==> src/rtl/pci_pkg.sv <==
package pci_pkg;

  localparam int unsigned TableDepth = 4096;
  localparam int unsigned IdxW       = $clog2(TableDepth);
  localparam int unsigned CntW       = IdxW + 1;
  localparam int unsigned InkW       = 12;
  localparam logic [InkW-1:0] MaxInk = 12'd4095;
  localparam logic [9:0]  L1Limit    = 10'd1000;
  localparam int unsigned QDepth     = 2;
  localparam int unsigned QPtrW      = $clog2(QDepth);
  localparam int unsigned DivSteps   = 8;

  localparam logic [1:0] OP_LOAD  = 2'd0;
  localparam logic [1:0] OP_OPAQ  = 2'd1;
  localparam logic [1:0] OP_ALIAS = 2'd2;

  localparam logic CFG_TOL   = 1'b0;
  localparam logic CFG_PLAIN = 1'b1;

  typedef struct packed {
    logic [1:0]      operation;
    logic [7:0]      red;
    logic [7:0]      green;
    logic [7:0]      blue;
    logic [7:0]      alpha;
    logic [InkW-1:0] entry_index;
  } in_t;

  typedef struct packed {
    logic [InkW-1:0] ink_index;
    logic [7:0]      tone;
    logic            new_color;
    logic            no_room;
  } out_t;

  typedef struct packed {
    logic [7:0] tolerance;
    logic       plain;
  } cfg_t;

  typedef enum logic [2:0] {
    CMD_LOAD,
    CMD_OPAQUE,
    CMD_PLAIN,
    CMD_BG,
    CMD_AA
  } cmd_kind_e;

  typedef struct packed {
    cmd_kind_e       kind;
    logic [31:0]     key;
    logic [InkW-1:0] eidx;
    logic [7:0]      tone;
  } cmd_t;

  typedef struct packed {
    logic [31:0]     key;
    logic [InkW-1:0] ink;
  } entry_t;

  typedef enum logic [1:0] {F_IDLE, F_DIV, F_PUSH} front_state_e;
  typedef enum logic [1:0] {B_IDLE, B_SCAN, B_FINISH} back_state_e;

endpackage

==> src/rtl/pci_fifo.sv <==
module pci_fifo (
  input  logic          clk_i,
  input  logic          rst_ni,
  input  logic          push_i,
  input  pci_pkg::cmd_t push_cmd_i,
  input  logic          pop_i,
  output pci_pkg::cmd_t pop_cmd_o,
  output logic          full_o,
  output logic          empty_o
);

  pci_pkg::cmd_t                 slot_q [pci_pkg::QDepth];
  logic [pci_pkg::QPtrW-1:0]     wptr_q, rptr_q;
  logic [pci_pkg::QPtrW:0]       cnt_q;

  assign full_o    = (cnt_q == (pci_pkg::QPtrW + 1)'(pci_pkg::QDepth));
  assign empty_o   = (cnt_q == '0);
  assign pop_cmd_o = slot_q[rptr_q];

  always_ff @(posedge clk_i or negedge rst_ni) begin
    if (!rst_ni) begin
      wptr_q <= '0;
      rptr_q <= '0;
      cnt_q  <= '0;
    end else begin
      if (push_i) wptr_q <= wptr_q + 1'b1;
      if (pop_i)  rptr_q <= rptr_q + 1'b1;
      if (push_i && !pop_i)      cnt_q <= cnt_q + 1'b1;
      else if (pop_i && !push_i) cnt_q <= cnt_q - 1'b1;
    end
  end

  always_ff @(posedge clk_i) begin
    if (push_i) slot_q[wptr_q] <= push_cmd_i;
  end

endmodule

==> config.mk <==
export PLATFORM = sky130hd
export DESIGN_NAME = pci_fifo
export DESIGN_NICKNAME = d
export VERILOG_FILES = /design/src/rtl/pci_pkg.sv /design/src/rtl/pci_fifo.sv
export SDC_FILE = /design/constraint.sdc
export NUM_CORES = 1
export LEC_CHECK = 0
export BUFFER_PORTS_ARGS = -buffer_cell sky130_fd_sc_hd__buf_2
export CAP_MARGIN = 20
export CORE_ASPECT_RATIO = 0.6
export CORE_MARGIN = 4
export CORE_UTILIZATION = 40
export CTS_CLUSTER_SIZE = 24
export DETAILED_ROUTE_END_ITERATION = 10
export GPL_ROUTABILITY_DRIVEN = 0
export PLACE_DENSITY = 0.71
export SYNTH_ARGS = -nofsm -noshare
export SYNTH_HDL_FRONTEND = slang
export SYNTH_SLANG_ARGS = --single-unit
==> constraint.sdc <==
create_clock -name clk_i -period 3.7 [get_ports clk_i]
set_input_delay 1.11 -clock clk_i [delete_from_list [all_inputs] [get_ports clk_i]]
set_output_delay 1.11 -clock clk_i [all_outputs]
set_load 0.05 [all_outputs]
## Yosys cells after proc, flatten, opt, wreduce, memory -nomap -nowiden

Memories as Yosys holds them, arrays and structs flattened.
Cells that the tools add are included.

- Add/sub/neg operators: 4
- Multipliers: 0
- Divide/modulo/power cells: 0
- $lt $le $gt $ge: 0
- Equality and inequality tests: 1
- Shifts and indexed selects: 0
- Multiplexer cells: 4
- Bitwise operators: 0
- Reductions and logical operators: 6

Operator list:

| kind | count |
|---|---|
| 2-bit two-way mux | 2 |
| 1-bit adder, second input constant | 2 |
| 2-bit by 1-bit adder with 2-bit output, second input constant | 1 |
| 2-bit equality test, second input constant | 1 |
| 1-bit logical AND | 2 |
| 1-bit logical NOT | 2 |
| 2-bit logical NOT | 1 |
| 1-bit two-way mux | 2 |
| 2-bit nonzero test | 1 |
| 2-bit by 1-bit subtractor with 2-bit output, second input constant | 1 |

- Register bits: 4
- Bits in latches: 0
- RAM bits: 110
- Memory bits (read-only): 0
- Bits of input ports: 59
- Output and inout port bits: 57
- Logic and storage cells: 19
- Memories: 1

Memories:

| name | depth | width | read ports | clocked after memory_dff | wr ports | line | text |
|---|---|---|---|---|---|---|---|
| slot_q | 2 | 55 | 1 | 0 | 1 | pci_fifo.sv:12 | `pci_pkg::cmd_t slot_q [pci_pkg::QDepth];` |

## Depth between registers and ports, before layout

Gate-level depths: netlist (run 1).

- Depth after elaboration: 4
- Gate-level depth with buffers: 5

## Worst setup path after synthesis (run 1)

Ideal clock, no wire load.

- Path type: input to register
- Start point: in push_i
- End point: mem slot_q[0][0] in the netlist's numbering (enable)
- Data arrival time: 3540 ps
- Data required time: 3225 ps
- Setup slack: -315 ps
- Stages on the path: 1
- Path through: nor2b_1

- Cells in the longest elaborated chain, start to end: 2

Ends and longest elaborated chain:

| element | line | text |
|---|---|---|
| from (decl) | pci_fifo.sv:4 | `input logic push_i,` |
| 1-bit two-way mux | pci_fifo.sv:34 | `if (push_i) slot_q[wptr_q] <= push_cmd_i;` |
| 1-bit two-way mux (not written as such) | pci_fifo.sv:34 |  |
| to (decl) | pci_fifo.sv:12 |  |

No other way between the ends.

==> out/qor.yml, run 1 <==
grt_pass1_vias: 2380
cts_hold_buf: 0
seq_area_frac_synth_pct: 78.8
final_nets: 378
drv_slew: 0
cts.htree.levels: 4
route.detailed.drc: 0
vias: 2139
p_int_uw: 3290
cts_setup_buffers: 0
critPathCaptureType: "output pin"
placed_area_um2: 5070
slowest_delay_ns: 1.07
period_needed_ns: 3.24
setup_tns_ns: 0
hpwlAfterDp_mm: 5.15
cellLeakagePower_uw: 0.00226
clock.fmax_mhz: 309
power_density_nw_per_um2: 951
grt_use_total_pct: 13.0
coreArea_um2: 10600
die_w_um: 142
finish.utilization_pct: 53.3
antenna_found_initial: 1
drive_above_1_share_pct: 62.5
n_fill_cell: 867
via_per_inst: 4.55
synth_fp_nets: 247
rsz0062_at_grt: "false"
worst_pin_slew_ns: 0.980
yosysTopAreaCell: "edfxtp_1"
hold_path_end: "cnt_q[1]"
syn_area_um2: 4320
dieArea_um2: 12600
critPathKind: "flip-flop to output pin"
path_delay_family: "flip-flops"
grt_max_degree: 57
start_kind: "flip-flop"
grt_overflow: 0
drt_iter0_drc: 111
timing.rr.start: "wptr_q"
yosysWarningCount: 0
firstDrtPassIters: 4
path_cells: "mux2_2, buf_2"
whs_path_depth: 1
holdCritPathClass: "flip-flop to flip-flop"
path_buf_inv: 1
skew_ns: 0.00576
max-clock-path-buffers: 2
cts.sinks: 114
cp_max_fo: 56
outcome: "finished clean"
ys_ff_latch: 114
die_y_um: 88.5
root_buffer: "clkbuf_16"
max-cap-violations: 0
cts_tree: "done"
wl_per_cell_um: 16.1
ios: 116
syn_to_final_growth_pct: 30.3
seqCellArea_um2: 3410
start_util_pct: 40.9
cp_slowest_cell: "dfrtp_4"
arrival_ns: 2.13
ir_worst_vdd_mv: 0.477
path_clk_slew_ns: 0.06
seq_power_share_pct: 36.3
synth-edff-count: 110
synth_top_cells_by_area: "edfxtp_1, mux2_4, mux2_2"
postSynthAreaPerCell_um2: 23.1
p_comb_share_pct: 35.8
multi_input_area_um2: 861
min-delay-start: "cnt_q[1]"
numCtsBuffers: 17
relSlewSlack_pct: 34.7
io_buffers: 115
routed_wl_mm: 7.59
fin_crit_sh_pct: 87.6
clock_latency_ns: 0.40
yosys.cell_types.count: 13
rows: 29
setup_viol: 0
syn_inst: 187
p_clk_share_pct: 27.8
antenna_cells: 0
synth_ff_type: "edfxtp_1"
hold_viol_final: 0
switching_share_pct: 38.6
async_flop_share_pct: 3.51
ctsResizeCount: 0
grt_pass1_wl_mm: 12.0
netlist_top_cells_count: "edfxtp_1, mux2_4, mux2_2"
postRouteAntennaNets: 0
yosysMostFrequentCell: "edfxtp_1"
fin_area_um2: 5630
required_ns: 2.59
synth_top_area_share_pct: 76.5
r2r_slack_ns: 2.04
p_switching_uw: 2070
r2r_cells: 2
rr_endpoint: "slot_q[1][8]"
## area by class of cell
class | instances | area share, %
clock inverter | 15 | 2.40
timing repair buffer | 118 | 11.1
clock buffer | 17 | 7.56
tap | 139 | 3.09
multi-input combinational | 66 | 15.3
sequential | 114 | 60.5
inverter | 1 | 0.0667
## layout by cell type, fill, tap and decap left out
cell type / n
dfrtp_1: 3
inv_1: 1
buf_12: 2
clkinv_2: 2
mux2_2: 15
nor2b_4: 1
xnor2_1: 1
clkinvlp_4: 4
buf_4: 1
clkbuf_16: 17
mux2_4: 40
buf_2: 115
nor2b_1: 1
nor2_1: 2
dfrtp_4: 1
inv_6: 3
ha_1: 1
xor2_1: 4
bufinv_16: 1
and2_2: 1
edfxtp_1: 110
clkinv_1: 1
clkinv_4: 4
## worst reg2reg max path: cells and delay by family (launching register included)
| family | cells | cell delay, ns |
|---|---|---|
| flip-flops | 1 | 0.41 |
| AND/OR/NAND/NOR | 1 | 0.62 |
| buffers and inverters | 1 | 0.31 |
## logic make-up (layout without fill, tap and decap cells)
family / count (synthesis) / count (layout) / synth area share [%]
adders and majority gates: 1 / 1 / 0.290
DFF: 114 / 114 / 78.8
muxes: 55 / 55 / 17.8
buffers and inverters: 7 / 151 / 1.51
xor gates and xnor gates: 5 / 5 / 1.01
and+or+nand+nor: 5 / 5 / 0.608
## power by group through the flow
stage	Combinational, µW	Sequential, µW	Clock, µW
floorplan	1730	1800	0
global placement	1930	1970	0
detailed placement	1940	1980	0
CTS	1950	1950	1530
global route	2010	1980	1600
finish	1920	1950	1490
## sequential cells by signal, indices dropped and copies added (netlist names)
| signal | flops |
|---|---|
| slot_q | 110 |
| cnt_q | 2 |
| rptr_q | 1 |
| wptr_q | 1 |
## stage by stage
step	hold WS, ns	power, µW	worst slack [ns]	instances
final	0.480	5360	0.459	470
after global routing	0.486	5590	0.362	470
after CTS	0.484	5430	0.424	470
after detailed placement	0.472	3920	0.864	438
after global placement	0.473	3890	0.877	438
after floorplan	0.456	3540	0.713	187
## worst max path at each step
stage	end	slack, ns	start	cells past startpoint
2_1_floorplan	slot_q[0][0]	0.71	push_i	1
3_3_place_gp	pop_cmd_o[41]	0.88	rptr_q	2
3_5_place_dp	pop_cmd_o[41]	0.86	rptr_q	2
4_1_cts	pop_cmd_o[41]	0.42	rptr_q	2
5_1_grt	pop_cmd_o[41]	0.36	rptr_q	2
6_report	pop_cmd_o[41]	0.46	rptr_q	2
## routing by layer
layer  vias up  GRT usage, %  part of all wire (%)
met2        92          19.9                    45
met3        13          5.56                   9.2
met4         2          6.27                   1.2
met5         -             0                  0.16
li1       1000             -                     -
met1      1032          16.0                    44
Power figures use the tool's default switching activity.
==> run 2, diff against run 1 <==
--- a/config.mk
+++ b/config.mk
@@ -7,7 +7,7 @@
 export LEC_CHECK = 0
 export BUFFER_PORTS_ARGS = -buffer_cell sky130_fd_sc_hd__buf_2
 export CAP_MARGIN = 20
-export CORE_ASPECT_RATIO = 0.6
+export CORE_ASPECT_RATIO = 1.2
 export CORE_MARGIN = 4
 export CORE_UTILIZATION = 40
 export CTS_CLUSTER_SIZE = 24
==> run 2 against run 1 <==
Against the previous run:
- combinational power increased by 3%
- utilization shrank 0.31 points
- count of clock-buffer cells in the layout grew 3
- critical path type unchanged
==> out/qor.yml, run 2 (same netlist as run 1, synthesis figures left out) <==
vias: 2137
firstDrtPassIters: 4
cts.sinks: 114
route.detailed.drc: 0
min-delay-start: "cnt_q[1]"
layout_common_cells: "buf_2, edfxtp_1, mux2_4"
crit_start: "rptr_q"
layout_commonest_cell: "buf_2"
rows: 41
antenna_cells: 0
ios: 116
final_nets: 381
holdCritPathClass: "flip-flop to flip-flop"
numCtsBuffers: 17
clock_latency_ns: 0.39
ir_worst_vdd_mv: 0.516
seqCellArea_um2: 3410
start_util_pct: 41.1
power_density_nw_per_um2: 939
grt_pass1_wl_mm: 11.2
root_buffer: "clkbuf_16"
hpwlAfterDp_mm: 4.81
die_w_um: 103
max-clock-path-buffers: 2
fin_area_um2: 5570
fin_crit_sh_pct: 85.5
wl_per_cell_um: 15.5
relSlewSlack_pct: 59.9
required_ns: 2.59
drv_slew: 0
grt_max_degree: 34
timing.rr.start: "wptr_q"
die_y_um: 122
grt_use_total_pct: 12.2
routed_wl_mm: 7.15
r2r_slack_ns: 2.09
registers.top_by_ff_count: "slot_q"
finish.utilization_pct: 53.0
period_needed_ns: 3.16
multi_input_area_um2: 861
cellLeakagePower_uw: 0.00225
postRouteAntennaNets: 0
rsz0062_at_grt: "false"
layout_setup_ws_ns: 0.538
arrival_ns: 2.05
via_per_inst: 4.63
syn_to_final_growth_pct: 29.0
antenna_found_initial: 1
ctsResizeCount: 0
coreArea_um2: 10500
worst_pin_slew_ns: 0.602
hold_viol_final: 0
place_ws_ns: 0.908
drt_iter0_drc: 43
clock.fmax_mhz: 316
largest_registers: "slot_q (110), cnt_q (2)"
max-cap-violations: 0
cts_setup_buffers: 0
critPathKind: "flip-flop to output pin"
cp_max_fo: 30
outcome: "finished clean"
grt_pass1_vias: 2325
setup_viol: 0
drive_above_1_share_pct: 60.1
cts.htree.levels: 4
path_clk_slew_ns: 0.05
skew_ns: 0.00308
critPathCaptureType: "output pin"
cts_hold_buf: 0
largest_register_ffs: 110
placed_area_um2: 5070
grt_overflow: 0
io_buffers: 115
dieArea_um2: 12500
start_kind: "flip-flop"
setup_tns_ns: 0
cts_tree: "done"
n_fill_cell: 848
==> run 2: changes by cell type in the layout (fill, tap and decap cells not counted) <==
cell,previous run,this run
clkbuf_1,0,3
clkinv_4,4,0
clkinv_2,2,3
buf_12,2,1
inv_6,3,0
buf_4,1,5
clkinvlp_4,4,0
clkinv_1,1,7
==> run 2: area by class of cell <==
class	instances	area share, %
sequential	114	61.1
multi-input combinational	66	15.4
timing repair buffer	121	11.4
clock buffer	20	7.83
tap	129	2.90
clock inverter	11	1.28
inverter	1	0.0673
==> run 2: per-layer routing <==
metal  GRT usage, %  wire [µm]  vias up
met4           5.34         43        2
met2           20.1       3750       75
met3           5.90        597        6
li1               -          -     1009
met5              0          7        -
met1           13.3       2750     1045
==> run 2: power by group <==
part | switching [µW] | leakage, µW | total, µW | internal [µW]
combinational | 1340 | 0.000925 | 1980 | 644
clock | 481 | 0.000250 | 1370 | 893
sequential | 155 | 0.00108 | 1880 | 1720
total | 1970 | 0.00225 | 5230 | 3260
==> run 2: worst max-delay path, cell delays in order, from the launching register on <==
cell	delay [ns]
dfrtp_4	0.75
buf_4	0.33
mux2_4	0.32
buf_2	0.21
==> run 2: metrics by stage <==
step	hold slack, ns	power [µW]	cells
detailed placement	0.493	3920	431
floorplan	0.456	3540	187
CTS	0.497	5310	462
finish	0.494	5230	462
global placement	0.471	3890	431
global route	0.496	5480	462
==> run 2: path summary, 6_finish.rpt <==
check	endpoint	depth (start not counted)
worst max-delay path	pop_cmd_o[16]	3
worst max register to register	slot_q[1][49]	2
min in group asynchronous	rptr_q	1
worst min-delay path	cnt_q[1]	1
worst min register to register	cnt_q[1]	1
max in group asynchronous	rptr_q	1
