`config.mk`:
```
export PLATFORM = sky130hd
export DESIGN_NAME = pci_front
export DESIGN_NICKNAME = d
export VERILOG_FILES = /design/src/rtl/pci_pkg.sv /design/src/rtl/pci_front.sv
export SDC_FILE = /design/constraint.sdc
export NUM_CORES = 1
export LEC_CHECK = 0
export ABC_AREA = 0
export BUFFER_PORTS_ARGS = -buffer_cell sky130_fd_sc_hd__buf_2
export CORE_ASPECT_RATIO = 1.75
export CORE_UTILIZATION = 54
export CTS_CLUSTER_SIZE = 10
export DETAILED_ROUTE_END_ITERATION = 6
export PLACE_DENSITY = 0.77
export SYNTH_ARGS = -nofsm -noshare
export SYNTH_HDL_FRONTEND = slang
export SYNTH_SLANG_ARGS = --single-unit
```
`constraint.sdc`:
```
create_clock -name clk_i -period 4.1 [get_ports clk_i]
set_clock_uncertainty 0.2 [all_clocks]
set_input_delay 0.205 -clock clk_i [delete_from_list [all_inputs] [get_ports clk_i]]
set_output_delay 0.205 -clock clk_i [all_outputs]
set_load 0.01 [all_outputs]
```
`src/rtl/pci_pkg.sv`:
```
package pci_pkg;

  localparam int unsigned TableDepth = 4096;
  localparam int unsigned IdxW       = $clog2(TableDepth);
  localparam int unsigned CntW       = IdxW + 1;
  localparam int unsigned InkW       = 12;
  localparam logic [InkW-1:0] MaxInk = 12'd4095;
  localparam logic [9:0]  L1Limit    = 10'd1000;
  localparam int unsigned QDepth     = 2;
  localparam int unsigned QPtrW      = $clog2(QDepth);
  localparam int unsigned DivSteps   = 8;

  localparam logic [1:0] OP_LOAD  = 2'd0;
  localparam logic [1:0] OP_OPAQ  = 2'd1;
  localparam logic [1:0] OP_ALIAS = 2'd2;

  localparam logic CFG_TOL   = 1'b0;
  localparam logic CFG_PLAIN = 1'b1;

  typedef struct packed {
    logic [1:0]      operation;
    logic [7:0]      red;
    logic [7:0]      green;
    logic [7:0]      blue;
    logic [7:0]      alpha;
    logic [InkW-1:0] entry_index;
  } in_t;

  typedef struct packed {
    logic [InkW-1:0] ink_index;
    logic [7:0]      tone;
    logic            new_color;
    logic            no_room;
  } out_t;

  typedef struct packed {
    logic [7:0] tolerance;
    logic       plain;
  } cfg_t;

  typedef enum logic [2:0] {
    CMD_LOAD,
    CMD_OPAQUE,
    CMD_PLAIN,
    CMD_BG,
    CMD_AA
  } cmd_kind_e;

  typedef struct packed {
    cmd_kind_e       kind;
    logic [31:0]     key;
    logic [InkW-1:0] eidx;
    logic [7:0]      tone;
  } cmd_t;

  typedef struct packed {
    logic [31:0]     key;
    logic [InkW-1:0] ink;
  } entry_t;

  typedef enum logic [1:0] {F_IDLE, F_DIV, F_PUSH} front_state_e;
  typedef enum logic [1:0] {B_IDLE, B_SCAN, B_FINISH} back_state_e;

endpackage

```
`src/rtl/pci_front.sv`:
```
module pci_front (
  input  logic           clk_i,
  input  logic           rst_ni,
  input  logic           start,
  input  pci_pkg::in_t   pixel_i,
  input  logic           plain_i,
  input  logic           full_i,
  output logic           busy,
  output logic           push_o,
  output pci_pkg::cmd_t  push_cmd_o
);

  pci_pkg::front_state_e state_q, state_d;
  logic [2:0]    cnt_q;
  pci_pkg::cmd_t cmd_q;
  logic [7:0]    a_q;
  logic [7:0]    rem_q [3];
  logic [7:0]    lo_q  [3];
  logic [2:0]    sat_q;

  logic          accept;
  logic          keep;
  logic          need_div;
  pci_pkg::cmd_t cls;
  logic [7:0]    chan [3];
  logic [15:0]   num  [3];
  logic [8:0]    trial [3];

  assign accept = start && !busy;
  assign chan[0] = pixel_i.red;
  assign chan[1] = pixel_i.green;
  assign chan[2] = pixel_i.blue;

  always_comb begin
    logic [31:0] key;
    key = {pixel_i.red, pixel_i.green, pixel_i.blue, pixel_i.alpha};
    cls.key  = key;
    cls.eidx = pixel_i.entry_index;
    cls.tone = 8'd255 - pixel_i.alpha;
    cls.kind = pci_pkg::CMD_LOAD;
    keep     = 1'b0;
    need_div = 1'b0;
    unique case (pixel_i.operation)
      pci_pkg::OP_LOAD: begin
        keep = 1'b1;
      end
      pci_pkg::OP_OPAQ: begin
        if (plain_i) begin
          keep = 1'b1;
          cls.kind = (key == 32'hFFFF_FFFF || key == 32'h0) ? pci_pkg::CMD_BG
                                                             : pci_pkg::CMD_PLAIN;
        end else begin
          keep = (pixel_i.alpha == 8'hFF);
          cls.kind = pci_pkg::CMD_OPAQUE;
        end
      end
      pci_pkg::OP_ALIAS: begin
        cls.kind = pci_pkg::CMD_AA;
        need_div = (pixel_i.alpha != 8'h00) && (pixel_i.alpha != 8'hFF);
      end
      default: begin
        keep = 1'b0;
      end
    endcase
  end

  for (genvar i = 0; i < 3; i++) begin : g_num
    assign num[i]   = {chan[i], 8'h00} - {8'h00, chan[i]};
    assign trial[i] = {rem_q[i], lo_q[i][7]};
  end

  always_comb begin
    state_d = state_q;
    unique case (state_q)
      pci_pkg::F_IDLE: if (accept && need_div) state_d = pci_pkg::F_DIV;
      pci_pkg::F_DIV:  if (cnt_q == 3'(pci_pkg::DivSteps - 1)) state_d = pci_pkg::F_PUSH;
      pci_pkg::F_PUSH: if (!full_i) state_d = pci_pkg::F_IDLE;
      default:         state_d = pci_pkg::F_IDLE;
    endcase
  end

  always_comb begin
    busy       = (state_q != pci_pkg::F_IDLE) || full_i;
    push_o     = 1'b0;
    push_cmd_o = cls;
    unique case (state_q)
      pci_pkg::F_IDLE: push_o = accept && keep;
      pci_pkg::F_PUSH: begin
        push_o     = !full_i;
        push_cmd_o = cmd_q;
        push_cmd_o.key = {sat_q[0] ? 8'hFF : lo_q[0], sat_q[1] ? 8'hFF : lo_q[1],
                          sat_q[2] ? 8'hFF : lo_q[2], 8'hFF};
      end
      default: push_o = 1'b0;
    endcase
  end

  always_ff @(posedge clk_i or negedge rst_ni) begin
    if (!rst_ni) begin
      state_q <= pci_pkg::F_IDLE;
      cnt_q   <= '0;
    end else begin
      state_q <= state_d;
      cnt_q   <= (state_q == pci_pkg::F_DIV) ? cnt_q + 3'd1 : 3'd0;
    end
  end

  always_ff @(posedge clk_i) begin
    if (state_q == pci_pkg::F_IDLE && accept) begin
      cmd_q <= cls;
      a_q   <= pixel_i.alpha;
      for (int i = 0; i < 3; i++) begin
        rem_q[i] <= num[i][15:8];
        lo_q[i]  <= num[i][7:0];
        sat_q[i] <= (chan[i] >= pixel_i.alpha);
      end
    end else if (state_q == pci_pkg::F_DIV) begin
      for (int i = 0; i < 3; i++) begin
        if (trial[i] >= {1'b0, a_q}) begin
          rem_q[i] <= 8'(trial[i] - {1'b0, a_q});
          lo_q[i]  <= {lo_q[i][6:0], 1'b1};
        end else begin
          rem_q[i] <= trial[i][7:0];
          lo_q[i]  <= {lo_q[i][6:0], 1'b0};
        end
      end
    end
  end

endmodule

```
* Word level (Yosys, flattened, before mapping)
Memories as Yosys holds them, arrays and structs flattened. Cells that the tools add are included.
Word-level totals: register bits after elaboration 39, RAM bits 48, input port bits 51, output and inout port bits 57, logic and storage cells 115, memories kept 2
Cells by class: $add $sub $neg 8, order comparisons 6, eq/ne operators 11, muxes and demuxes 54, bitwise logic cells 12, reduce and logical (&&, ||, !) cells 15
Memory list:
- lo_q | depth 3, width 8, read ports 3, clocked after memory_dff 0, write ports 3, line pci_front.sv:18 | logic [7:0] lo_q [3];
- rem_q | depth 3, width 8, read ports 3, clocked after memory_dff 0, write ports 3, line pci_front.sv:17 | logic [7:0] rem_q [3];
Operators with widths (number):
- $mux 8 | 15
- $mux 55 | 1
- $sub 16x8->16 | 3
- $eq 32x32->1 const B | 1
- $logic_not 32->1 | 1
- $mux 1 | 29
- $ge 9x8->1 | 3
- $ge 8x8->1 | 3
- $sub 8x8->8 | 3
- $or 1x1->1 | 12
- $eq 8x8->1 const B | 1
- $mux 2 | 4
- $ne 8x8->1 const B | 1
- $reduce_bool 8->1 | 1
- $sub 8x8->8 const A | 1
- $ne 2x2->1 const B | 3
- $pmux 2 s3 | 1
- $pmux 3 s2 | 1
- $logic_and 1x1->1 | 5
- $eq 2x1->1 const B | 2
- $eq 2x2->1 const B | 2
- $logic_not 2->1 | 2
- $pmux 1 s2 | 2
- $add 3x1->3 const B | 1
- 6 further kinds | 8

* Longest topological paths before layout
Gate-level depths: netlist of the first run.
depth after elaboration 9, gate-level depth with buffers 9, gate-level depth less buffers 9

* Worst setup path after synthesis of the first run
OpenSTA, ideal clock, no wires.
path type input to output, start in pixel_i[20] (netlist name), end out push_cmd_o[52] (netlist name), arrival 2.286 ns, required time 3.695 ns, setup slack 1.409 ns, stages on the path 8, path buffers 0, cell sequence inv_1 > ha_1 > or3b_4 > or3_4 > nand2b_4 > or4_4 > a31oi_4 > mux2_1
RTL lines:
- from (decl) | line pci_front.sv:5 | input pci_pkg::in_t pixel_i,
- to (decl) | line pci_front.sv:10 | output pci_pkg::cmd_t push_cmd_o

==> flow_metrics.env, run 1 <==
export IMPL_cts_sinks=87
export IMPL_syn_area_per_cell_um2=9.102
export IMPL_design_area_mm2=0.007530
export IMPL_finalHoldViolCount=0
export IMPL_arrival_ns=2.69
export IMPL_preCtsSetupSlack_ns=1.024
export IMPL_p_switching_mw=1.844
export IMPL_cts_buffers=9
export IMPL_start_util_pct=56.08
export IMPL_worstPathCellList="buf_2 -> inv_1 -> ha_1 -> or3b_4 -> or3_4 -> nand2b_4 -> or4_4 -> a31oi_4 -> mux2_1 -> buf_2"
export IMPL_rrSetupSlack_ns=1.08
export IMPL_gr_total_overflow=0
export IMPL_via_count=5964
export IMPL_cpMaxStageDelayCell="or4_4"
export IMPL_layout_commonest_cell="nand2_1"
export IMPL_place_congestion=0.9349
export IMPL_cp_startpoint="pixel_i[20]"
export IMPL_fin_util_pct=67.05
export IMPL_place_area_mm2=0.006965
export IMPL_crit_required_ns=3.69
export IMPL_synth_seq_cells=87
export IMPL_p_leak_nw=3.327
export IMPL_synth_edf_count=81
export IMPL_fp_coreArea_mm2=0.01123
export IMPL_status="finished, final reports clean"
export IMPL_fp_dieW_um=83.64
export IMPL_rows=51
export IMPL_synth_cell_types=66
export IMPL_fp_dieArea_mm2=0.01212
export IMPL_worst_slack_ns=1.010
export IMPL_diodes=0
export IMPL_detailed_place_hpwl_mm=13.38
export IMPL_cts_resized=0
export IMPL_drv_slew=0
export IMPL_finalSetupViolations=0
export IMPL_powerDensity_mw_per_mm2=639.1
export IMPL_clock_fmax_ghz=0.3236
export IMPL_rsz0062_at_grt="false"
export IMPL_die_y_um=144.9
export IMPL_internal_power_mw=2.968
export IMPL_grt_pass1_wl_mm=28.64
export IMPL_worst_hold_path_type="primary input to register"
export IMPL_viasPerCell=6.285
export IMPL_worstSetupStartpointType="primary input"
export IMPL_worstHoldStart="pixel_i[20]"
export IMPL_synth_top_family_by_area="simple AND/OR/NAND/NOR gates"
export IMPL_mostFrequentLayoutCells="nand2_1, buf_2, edfxtp_1"
export IMPL_ys_seq_area_share_pct=40.92
export IMPL_holdWs_ns=0.01520
export IMPL_synth_compound_area_share_pct=17.22
export IMPL_critical_path_max_stage_delay_ns=0.55
export IMPL_yosys_area_share_adder_pct=12.67
export IMPL_cap_violations=0
export IMPL_syn_area_mm2=0.006299
export IMPL_clk_pin_slew_worst_paths_ns=0.06
export IMPL_cts_buffer_depth=2
export IMPL_critical_path_buf_inv_count=3
export IMPL_gr_usage_all_layers_pct=30.46
export IMPL_period_share_pct=75.37
export IMPL_fillCellCount=912
export IMPL_finalCriticalPeriod_ns=3.090
export IMPL_r2r_end="rem_q[0][0]"
export IMPL_routedWlPerCell_um=19.12
export IMPL_synth_xor_area_share_pct=2.503
export IMPL_final_layout_size_suffix_gt1_share_pct=17.50
export IMPL_cp_common_cell="buf_2"
export IMPL_slew_headroom_pct=56.82
export IMPL_synth_cells=692
export IMPL_final_cells=949
export IMPL_netSwitchingFraction_pct=38.32
export IMPL_postCtsSetupBuffers=0
export IMPL_synth_fp_nets=805
export IMPL_reg2regPathDepth=8
export IMPL_antenna_found_initial=0
export IMPL_fin_setup_tns_ns=0
export IMPL_r2r_start="a_q[1]"
export IMPL_p_clk_share_pct=19.9
export IMPL_drtPass1Iterations=5
export IMPL_worst_setup_path_type="primary input to primary output"
export IMPL_p_seq_share_pct=34.8
export IMPL_hold_depth=3
export IMPL_post_place_cells=911
export IMPL_synthFlopType="edfxtp_1"
export IMPL_area_delta_synth_final_pct=19.55
export IMPL_postSynth_asyncResetShare_pct=5.747
export IMPL_synthMuxAreaShare_pct=2.662
export IMPL_hold_path_end="lo_q[2][0]"
export IMPL_port_buffers=107
export IMPL_ant_nets=0
export IMPL_vdd_ir_drop_worst_v=0.0003718
export IMPL_wl_mm=18.14
export IMPL_worstSetupEndpointType="primary output"
export IMPL_grt_pass1_vias=5780
export IMPL_drc=0
export IMPL_synthSimpleGateAreaFrac_pct=20.32
export IMPL_cts_tree="yes"
export IMPL_p_comb_share_pct=45.3
export IMPL_crit_path_max_fanout=7
export IMPL_crit_family="simple AND/OR/NAND/NOR gates"
export IMPL_clock_latency_ns=0.34
export IMPL_grt_max_degree=55
export IMPL_tightest_slew_ns=0.6461
export IMPL_nets=925
export IMPL_dr_first_iter_drc_count=439
export IMPL_io_pins=108
export IMPL_yosysWarnings=0
export IMPL_cts_root_buf="clkbuf_16"
export IMPL_p_total_mw=4.812
export IMPL_htreeDepth=3
logic make-up (layout without fill, tap and decap cells):
| group | after synthesis | in the layout |
|---|---|---|
| AO/OA/AOI/OAI | 172 | 172 |
| AND/OR/NAND/NOR | 275 | 275 |
| flip-flops | 87 | 87 |
| buffers and inverters | 62 | 187 |
| XOR/XNOR | 18 | 18 |
| multiplexers | 16 | 16 |
| adder cells (fa/ha/maj) | 62 | 62 |
layer usage:
metal  wire length, um  GRT usage [%]
met3              1385          5.048
met1              6713          35.42
met2              9058          53.02
met4               986          17.66
met5                 0              0
sequential cells by signal (all words and copies together) (netlist names):
name / count
a_q: 8
cmd_q: 23
cnt_q: 3
lo_q: 24
rem_q: 24
sat_q: 3
state_q: 2
cell type report:
class	count	area, um^2	area share [%]
multi-input cells	543	3503	46.53
flip-flops and latches	87	2577	34.23
repair buffers	136	808.3	10.73
clock buffers	10	229.0	3.041
well taps	132	165.2	2.193
inverters	35	131.4	1.745
clock inverters	6	115.1	1.529
worst min-delay path, cell delays in order:
cell     delay, ns
buf_2         0.14
nand2_1       0.08
a31oi_1       0.08
cell usage after synthesis (4+ instances only):
cell / n / area, um^2
nand4_1: 10 / 62.56
and2_1: 4 / 25.02
ha_1: 59 / 738.2
a211oi_1: 8 / 60.06
xor2_1: 4 / 35.03
xnor2_1: 14 / 122.6
dfrtp_1: 5 / 125.1
nor3b_1: 4 / 30.03
a31oi_1: 5 / 31.28
nand2_1: 134 / 503.0
a211o_1: 4 / 35.03
o21a_1: 5 / 37.54
nand3_1: 8 / 40.04
o21ai_0: 67 / 335.3
clkbuf_1: 24 / 90.09
or3_1: 6 / 37.54
a21o_1: 4 / 30.03
mux2i_1: 10 / 100.1
mux2_2: 5 / 56.30
nor3_1: 21 / 105.1
nor2b_1: 13 / 81.33
nand2b_1: 9 / 56.30
o31ai_1: 10 / 75.07
edfxtp_1: 81 / 2432
inv_1: 34 / 127.6
nor2_1: 48 / 180.2
a21oi_1: 37 / 185.2
power groups by stage:
stage,combinational (mW),sequential (mW),clock (mW)
finish,2.18,1.67,0.956
global route,2.42,1.70,1.00
CTS,2.17,1.67,0.965
detailed placement,2.13,1.68,0
global placement,2.05,1.67,0
floorplan,1.59,1.60,0
worst max-delay path by stage:
stage	to	depth (start not counted)
3_3_place_gp	push_cmd_o[52]	10
2_1_floorplan	push_cmd_o[52]	8
5_1_grt	push_cmd_o[52]	10
6_report	push_cmd_o[52]	10
3_5_place_dp	push_cmd_o[52]	10
4_1_cts	push_cmd_o[52]	10
repair_timing:
| item | CTS | global route |
|---|---|---|
| setup endpoints to repair | 0 | 0 |
| hold buffers | 22 | 0 |
| endpoints found under the hold margin | 25 | 0 |
No activity file was read; power rests on OpenSTA's default activity.
==> run 2: changes to the inputs <==
==> constraint.sdc (replaced) <==
create_clock -name clk_i -period 2.91 [get_ports clk_i]
set_clock_uncertainty 0.2 [all_clocks]
set_input_delay 0.1455 -clock clk_i [delete_from_list [all_inputs] [get_ports clk_i]]
set_output_delay 0.1455 -clock clk_i [all_outputs]
set_load 0.01 [all_outputs]
==> run 2 against run 1 <==
  * First-iteration DRC count grew 0.68%
  * Sequential power is 41% higher
  * Design area increased by 1.5%
  * Sequential share of layout area shrank 0.51 points
  * Critical path type unchanged
  * Worst setup slack worse by 0.91 ns
  * Via count about the same
  * Final cell count up 1.7%
  * Non-clock buffer count rose by 16
  * Largest cell class unchanged
  * Wire length up 1.7%
  * Core utilization up 1.0 points
  * Critical path depth did not move
  * Worst hold slack improved by 0.034 ns
==> flow_metrics.env, run 2 (synthesis results as in run 1) <==
export IMPL_status="finished, final reports clean"
export IMPL_gr_total_overflow=0
export IMPL_crit_required_ns=2.56
export IMPL_cp_startpoint="pixel_i[20]"
export IMPL_cpMaxStageDelayCell="or4_4"
export IMPL_post_place_cells=923
export IMPL_worstSetupStartpointType="primary input"
export IMPL_nets=941
export IMPL_rows=51
export IMPL_dr_first_iter_drc_count=442
export IMPL_fillCellCount=909
export IMPL_mostFrequentLayoutCells="nand2_1, buf_2, edfxtp_1"
export IMPL_worstSetupEndpointType="primary output"
export IMPL_powerDensity_mw_per_mm2=865.8
export IMPL_grt_use_met2_pct=53.27
export IMPL_wl_mm=18.45
export IMPL_worst_setup_path_type="primary input to primary output"
export IMPL_gr_usage_all_layers_pct=30.95
export IMPL_holdWs_ns=0.04942
export IMPL_cts_sinks=87
export IMPL_slew_headroom_pct=54.70
export IMPL_critical_path_buf_inv_count=3
export IMPL_cts_buffer_depth=2
export IMPL_worstPathCellList="buf_2 -> inv_1 -> ha_2 -> or3b_4 -> or3_4 -> nand2b_4 -> or4_4 -> a31oi_4 -> mux2_1 -> buf_2"
export IMPL_clock_latency_ns=0.34
export IMPL_rsz0062_at_grt="false"
export IMPL_worstHoldStart="pixel_i[20]"
export IMPL_ant_nets=0
export IMPL_routedWlPerCell_um=19.12
export IMPL_grt_use_met3_pct=3.914
export IMPL_design_area_mm2=0.007644
export IMPL_period_share_pct=96.44
export IMPL_drtPass1Iterations=5
export IMPL_start_util_pct=56.08
export IMPL_cap_violations=0
export IMPL_diodes=0
export IMPL_grt_pass1_wl_mm=29.33
export IMPL_top_usage_layer="met2"
export IMPL_worst_hold_path_type="primary input to register"
export IMPL_final_layout_size_suffix_gt1_share_pct=19.09
export IMPL_vdd_ir_drop_worst_v=0.0006691
export IMPL_detailed_place_hpwl_mm=13.58
export IMPL_antenna_found_initial=0
export IMPL_layout_commonest_cell="nand2_1"
export IMPL_crit_path_max_fanout=5
export IMPL_fp_dieW_um=83.64
export IMPL_htreeDepth=3
export IMPL_final_cells=965
export IMPL_drc=0
export IMPL_area_delta_synth_final_pct=21.35
export IMPL_grt_pass1_vias=5991
export IMPL_p_leak_nw=3.388
export IMPL_largestRegisters="lo_q (24), rem_q (24), cmd_q (23)"
export IMPL_via_count=5963
export IMPL_critical_path_max_stage_delay_ns=0.55
export IMPL_port_buffers=107
export IMPL_finalSetupViolations=0
export IMPL_place_congestion=0.9181
export IMPL_tightest_slew_ns=0.6778
export IMPL_finalCriticalPeriod_ns=2.806
export IMPL_crit_family="simple AND/OR/NAND/NOR gates"
export IMPL_clk_pin_slew_worst_paths_ns=0.06
export IMPL_finalHoldViolCount=0
export IMPL_use_met1_pct=36.84
export IMPL_fin_setup_tns_ns=0
export IMPL_cts_buffers=9
export IMPL_viasPerCell=6.179
export IMPL_place_area_mm2=0.007093
export IMPL_grt_max_degree=55
export IMPL_die_y_um=144.9
export IMPL_io_pins=108
export IMPL_cts_tree="yes"
export IMPL_clock_fmax_ghz=0.3563
export IMPL_fp_dieArea_mm2=0.01212
export IMPL_arrival_ns=2.46
export IMPL_drv_slew=0
export IMPL_r2r_start="a_q[7]"
export IMPL_cp_common_cell="buf_2"
export IMPL_fp_coreArea_mm2=0.01123
export IMPL_cts_root_buf="clkbuf_16"
export IMPL_p_total_mw=6.618
-- run 2: routing by layer --
layer / wire, um / share of wire [%]
met5: 0 / 0
met4: 940 / 5.1
met3: 1022 / 5.5
met2: 9293 / 50
met1: 7197 / 39
-- run 2: repair_timing --
| action | in CTS | in global routing |
|---|---|---|
| buffers inserted | 0 | 1 |
| setup endpoints to repair | 0 | 6 |
| endpoints found under the hold margin | 29 | 0 |
| hold buffers | 25 | 0 |
| resized for setup | 0 | 3 |
-- run 2: worst paths after layout --
kind | end | slack, ns | depth (start not counted)
setup / recovery | push_cmd_o[52] | 0.10 | 10
hold / removal | lo_q[2][0] | 0.05 | 4
setup reg to reg | rem_q[2][3] | 0.17 | 7
hold reg to reg | cnt_q[0] | 0.24 | 1
max in group asynchronous | cnt_q[0] | 1.80 | 3
min in group asynchronous | cnt_q[2] | 0.52 | 3
-- run 2: area by class of cell --
type	instances	area, um^2	share of cell area (%)
tap	132	165.2	2.161
inverter	35	131.4	1.719
timing repair buffer	152	973.4	12.74
multi-input combinational	543	3515	45.98
clock buffer	10	229.0	2.996
sequential	87	2577	33.72
clock inverter	6	52.55	0.6875
-- run 2: report_power, final --
| part | total [mW] | switching, mW | leakage, nW | internal, mW |
|---|---|---|---|---|
| sequential | 2.35 | 0.265 | 0.854 | 2.08 |
| clock | 1.10 | 0.503 | 0.132 | 0.593 |
| combinational | 3.17 | 1.85 | 2.40 | 1.32 |
-- run 2: per-stage QoR --
step	util (%)	setup slack (ns)
global placement	63.16	0.1113
detailed placement	63.16	0.08469
global route	68.06	0.02961
finish	68.06	0.1036
floorplan	-	0.2770
CTS	67.89	0.07418
-- run 2: tightest hold or removal path, delay by kind of cell --
family	cells	cell delay [ns]
AOI/OAI and AO/OA	1	0.07
and+or+nand+nor	1	0.06
buffers and inverters	2	0.25
